## src/hdl/wtos_pkg.sv

```systemverilog
// ----------------------------------------------------------------------------
// wtos_pkg
// Shared sizes, codes and types of the windowed time order sorter.
// ----------------------------------------------------------------------------
`default_nettype none

package wtos_pkg;

   // storage and field sizes
   localparam int STORE_DEPTH       = 64;
   localparam int TIME_BITS         = 48;
   localparam int HANDLE_BITS       = 16;
   localparam int TIME_FIELD_BITS   = 48;
   localparam int HANDLE_FIELD_BITS = 16;
   localparam int WINDOW_BITS       = 48;
   localparam int STATUS_BITS       = 2;
   localparam int FILL_BITS         = $clog2(STORE_DEPTH + 1);

   // command queue between front and back
   localparam int QUEUE_DEPTH = 2;
   localparam int QPTR_BITS   = $clog2(QUEUE_DEPTH);
   localparam int QCNT_BITS   = $clog2(QUEUE_DEPTH + 1);

   // operation codes
   localparam logic OP_INSERT = 1'b0;
   localparam logic OP_DRAIN  = 1'b1;

   // result status codes
   localparam logic [STATUS_BITS-1:0] STATUS_RELEASED = 2'd0;
   localparam logic [STATUS_BITS-1:0] STATUS_EMPTY    = 2'd1;
   localparam logic [STATUS_BITS-1:0] STATUS_FULL     = 2'd2;

   typedef struct packed {
      logic                   kind;
      logic [TIME_BITS-1:0]   hit_time;
      logic [HANDLE_BITS-1:0] hit_handle;
   } cmd_type;

   // head of the command queue as seen by the back end
   typedef struct packed {
      logic    valid;
      cmd_type cmd;
   } queue_head_type;

endpackage

`default_nettype wire

```

## src/hdl/wtos_front.sv

```systemverilog
// ----------------------------------------------------------------------------
// wtos_front
// Accepts input transfers, decodes them into commands and holds them in a
// short queue for the back end.
// ----------------------------------------------------------------------------
`default_nettype none

module wtos_front (
   input  wire logic                                  clock,
   input  wire logic                                  reset,
   input  wire logic                                  req_valid,
   output logic                                       req_stall,
   input  wire logic                                  req_operation,
   input  wire logic [wtos_pkg::TIME_FIELD_BITS-1:0]  req_hit_time,
   input  wire logic [wtos_pkg::HANDLE_FIELD_BITS-1:0] req_hit_handle,
   output wtos_pkg::queue_head_type                   head,
   input  wire logic                                  head_take
);
   import wtos_pkg::*;

   cmd_type              queue_ff [QUEUE_DEPTH];
   logic [QPTR_BITS-1:0] wr_ptr_ff, wr_ptr_in;
   logic [QPTR_BITS-1:0] rd_ptr_ff, rd_ptr_in;
   logic [QCNT_BITS-1:0] count_ff, count_in;
   cmd_type              new_cmd;
   logic                 push;
   logic                 pop;

   assign req_stall = (count_ff == QCNT_BITS'(QUEUE_DEPTH));
   assign push      = req_valid && !req_stall;
   assign pop       = head_take && (count_ff != '0);

   always_comb begin
      new_cmd.kind       = (req_operation == OP_DRAIN) ? OP_DRAIN : OP_INSERT;
      new_cmd.hit_time   = req_hit_time[TIME_BITS-1:0];
      new_cmd.hit_handle = req_hit_handle[HANDLE_BITS-1:0];
   end

   always_comb begin
      wr_ptr_in = wr_ptr_ff;
      rd_ptr_in = rd_ptr_ff;
      count_in  = count_ff;
      if (push) begin
         wr_ptr_in = (wr_ptr_ff == QPTR_BITS'(QUEUE_DEPTH - 1)) ? '0 : wr_ptr_ff + 1'b1;
      end
      if (pop) begin
         rd_ptr_in = (rd_ptr_ff == QPTR_BITS'(QUEUE_DEPTH - 1)) ? '0 : rd_ptr_ff + 1'b1;
      end
      if (push && !pop) begin
         count_in = count_ff + 1'b1;
      end else if (pop && !push) begin
         count_in = count_ff - 1'b1;
      end
   end

   always_ff @(posedge clock) begin
      if (reset) begin
         wr_ptr_ff <= '0;
         rd_ptr_ff <= '0;
         count_ff  <= '0;
      end else begin
         wr_ptr_ff <= wr_ptr_in;
         rd_ptr_ff <= rd_ptr_in;
         count_ff  <= count_in;
      end
   end

   always_ff @(posedge clock) begin
      if (push) begin
         queue_ff[wr_ptr_ff] <= new_cmd;
      end
   end

   assign head.valid = (count_ff != '0);
   assign head.cmd   = queue_ff[rd_ptr_ff];

endmodule

`default_nettype wire

```

## config.mk

```make
export PLATFORM = sky130hd
export DESIGN_NAME = wtos_front
export DESIGN_NICKNAME = d
export VERILOG_FILES = /design/src/hdl/wtos_pkg.sv /design/src/hdl/wtos_front.sv
export SDC_FILE = /design/constraint.sdc
export NUM_CORES = 1
export LEC_CHECK = 0
export ABC_CLOCK_PERIOD_IN_PS = 6200
export BUFFER_PORTS_ARGS = -buffer_cell sky130_fd_sc_hd__buf_2
export CAP_MARGIN = 0
export CORE_MARGIN = 10
export CORE_UTILIZATION = 55
export DETAILED_ROUTE_END_ITERATION = 7
export PLACE_DENSITY = 0.83
export RECOVER_POWER = 100
export SLEW_MARGIN = 20
export SYNTH_ARGS = -nofsm -noshare
export SYNTH_HDL_FRONTEND = slang
export SYNTH_SLANG_ARGS = --single-unit
```

## constraint.sdc

```tcl
create_clock -name clock -period 6.2 [get_ports clock]
set_clock_uncertainty 0.1 [all_clocks]
set_input_delay 0.31 -clock clock [delete_from_list [all_inputs] [get_ports clock]]
set_output_delay 0.31 -clock clock [all_outputs]
set_load 0.01 [all_outputs]
```

==> out/metrics.cfg <==
[power_and_ir_drop]
power_density_mw_per_mm2=410.6
ir_worst_vdd_uv=337.9
total_leakage_power_nw=2.329

[timing]
tightest_slew_ns=3.616
setup_viol=0
hold_viol=0
timing.final.crit_share_pct=65.74
slew_viol_final=98
final.setup.tns_ns=0
rsz0062_at_grt=no
setup_slack_ns=2.124
fmax_ghz=0.2453
slew_headroom_pct=-141.0
period_minus_slack_ns=4.076

[floorplanning]
initial_core_util_pct=56.23
core_mm2=0.008721
die_w_um=114.4
dieArea_mm2=0.01309
pin_count=136
row_count=34
die_y_um=114.4

[global_route]
grt_pass1_wl_mm=16.26
grt_pass1_vias=3138
grt_overflow=0
antenna_found_initial=0
grt_use_total_pct=16.19
grt_max_degree=66

[detailed_routing]
wl_met2_mm=5.771
wl_met3_um=680
wl_met1_mm=4.113
ant_nets=0
avgRoutedWirePerCell_um=18.83
remaining_drc_errors=0
routed.top_layer=met4
dr.pass1.iters=4
vias_per_cell=4.936
drt-initial-drc-count=145
vias=2784
postRouteWirelength_mm=10.62

[layout]
seqCellArea_mm2=0.004005
final_core_utilization_pct=77.89
multi_input_area_um2=842.1
syn_to_final_growth_pct=38.53
fill_cells=549
final_net_count=513
drive_gt1_share_pct=25.88
antenna_cells=0

[setup_path]
rrSetupSlack_ns=2.12
max_stage_delay_ns=2.54
timing.rr.end=queue_ff[0][36]$_DFFE_PP_
critPathArrivalTime_ns=4.00
cp_max_fo=65
reg2reg_depth=4
regToRegStartpoint=count_ff[0]$_SDFFE_PP0P_
critical_path_class=register to register
crit_required_ns=6.12
critPathSlowestCell=clkbuf_1
worstSetupEndpointType=register
startpoint_type=register
path_cells=nor2b_1 > or3_1 > clkinv_1 > clkbuf_1

[logic_synthesis]
synth_enable_flop_cells=130
yosysMostFrequentCell=edfxtp_1
synth-seq-cells=135
ys_top_cells_by_count=130 x edfxtp_1, 65 x mux2_2, 5 x buf_4, 5 x dfxtp_1, 4 x nor2_1
synth_top_area_cell=edfxtp_1
synth.area.top_cells=edfxtp_1 80%, mux2_2 15%, dfxtp_1 2.0%
ys.flop_type=edfxtp_1
seq_area_frac_synth_pct=81.65
netlist_area_mm2=0.004903
synth_cells=227
syn_avg_cell_area_um2=21.60
postSynth.asyncResetShare_pct=0
synth.distinct_cells=15
ys_warn_count=0
synth_top_cell_area_share_pct=79.61
syn_nets=297

[clocking]
cts_tree=built
numCtsBuffers=17
cts.sinks=135
cts.path.max_buffers=2
cts_max_level=4
root_buffer=clkbuf_8
cts.clk_slew.worst_paths_ns=0.06
clkLatencyLatePin_ns=0.49

[hold_path]
worstHoldPathType=primary input to register
hold_path_depth=4
hold_end=wr_ptr_ff$_SDFFE_PP0N_
min_from=req_valid

[placed_design]
portBuffers=135
hpwl_mm=6.428
place.gp.congestion=0.7104
dpl_worst_slack_ns=3.859

[run_status]
violations=max-capacitance violations, max-slew violations
status=complete, but fails checks

[job]
cap_violations=2

[layout make-up]
| class | instances | share of cell area [%] |
|---|---|---|
| flip-flops and latches | 135 | 58.96 |
| well taps | 108 | 1.989 |
| repair buffers | 204 | 17.85 |
| clock inverters | 14 | 2.542 |
| inverters | 2 | 0.1105 |
| clock buffers | 18 | 6.152 |
| multi-input cells | 83 | 12.40 |
[cell families after synthesis]
| group | Yosys count | share of synthesized area (%) |
|---|---|---|
| AOI/OAI and AO/OA | 5 | 0.5103 |
| DFF | 135 | 81.65 |
| muxes | 65 | 14.93 |
| adders and majority gates | 1 | 0.2551 |
| buffers and inverters | 9 | 1.123 |
| xor gates and xnor gates | 3 | 0.5359 |
| and+or+nand+nor | 9 | 0.9952 |
[what timing repair did]
item	CTS	global route
hold buffers	66	0
hold endpoints to repair	135	0
setup buffers	0	0
gates resized for setup	0	0
[power by group]
group / switching, mW / total, mW / internal [mW]
registers: 0.0326 / 1.19 / 1.16
clock network: 0.368 / 0.983 / 0.615
logic: 0.352 / 0.614 / 0.261
[cells in the final DEF, fill, tap and decap left out]
master	synthesis	layout
nor2b_1	0	1
dfxtp_1	5	4
buf_4	5	2
clkinv_1	0	1
xor2_1	3	3
dlygate4sd3_1	0	66
or3_1	2	2
clkbuf_16	0	16
clkbuf_8	0	1
clkinv_2	0	2
clkbuf_2	0	3
bufinv_16	0	3
edfxtp_1	130	130
and2_0	0	1
inv_6	0	3
mux2_1	0	3
clkinv_4	0	1
mux2_2	65	62
inv_1	2	1
clkbuf_1	0	116
or2_2	1	1
a21oi_1	2	2
clkinvlp_4	0	5
buf_2	2	18
o21ai_0	3	3
nor2_1	4	4
dfxtp_2	0	1
ha_1	1	1
[state kept, by name (all words and copies together) (netlist names), named ones only]
register	cells
queue_ff	130
wr_ptr_ff	1
rd_ptr_ff	1
count_ff	2
[worst max-delay path by stage]
stage,slack (ns),to,depth (start not counted),start
floorplan,3.51,queue_ff[1][0]$_DFFE_PP_,3,count_ff[1]$_SDFFE_PP0P_
global placement,3.94,queue_ff[1][24]$_DFFE_PP_,4,count_ff[1]$_SDFFE_PP0P_
detailed placement,3.86,queue_ff[1][24]$_DFFE_PP_,4,count_ff[0]$_SDFFE_PP0P_
CTS,3.70,head[41],3,register
global route,1.83,queue_ff[0][17]$_DFFE_PP_,4,count_ff[0]$_SDFFE_PP0P_
finish,2.12,queue_ff[0][36]$_DFFE_PP_,4,count_ff[0]$_SDFFE_PP0P_
[worst max-delay path: cells and delay by family (launching register included)]
family	cells	cell delay, ns
buf+inv	2	2.59
simple gates	2	0.47
flops	1	0.42
[stage by stage]
| stage | cells | hold WS [ns] | area (um^2) | power (mW) |
|---|---|---|---|---|
| after global placement | 466 | 0.3809 | 5692 | 1.806 |
| after CTS | 564 | 0.08103 | 6943 | 2.839 |
| after floorplan | 227 | 0.2791 | 4903 | 1.592 |
| final | 564 | 0.1171 | 6793 | 2.789 |
| after global routing | 564 | 0.1285 | 6793 | 2.918 |
| after detailed placement | 466 | 0.3986 | 5692 | 1.823 |
[per-layer routing]
| layer | track usage [%] | up-vias |
|---|---|---|
| li1 | - | 1329 |
| met1 | 17.18 | 1366 |
| met2 | 28.61 | 85 |
| met3 | 6.866 | 4 |
| met4 | 4.595 | 0 |
| met5 | 0 | - |
Note: power is estimated with default switching activity, not from simulation.
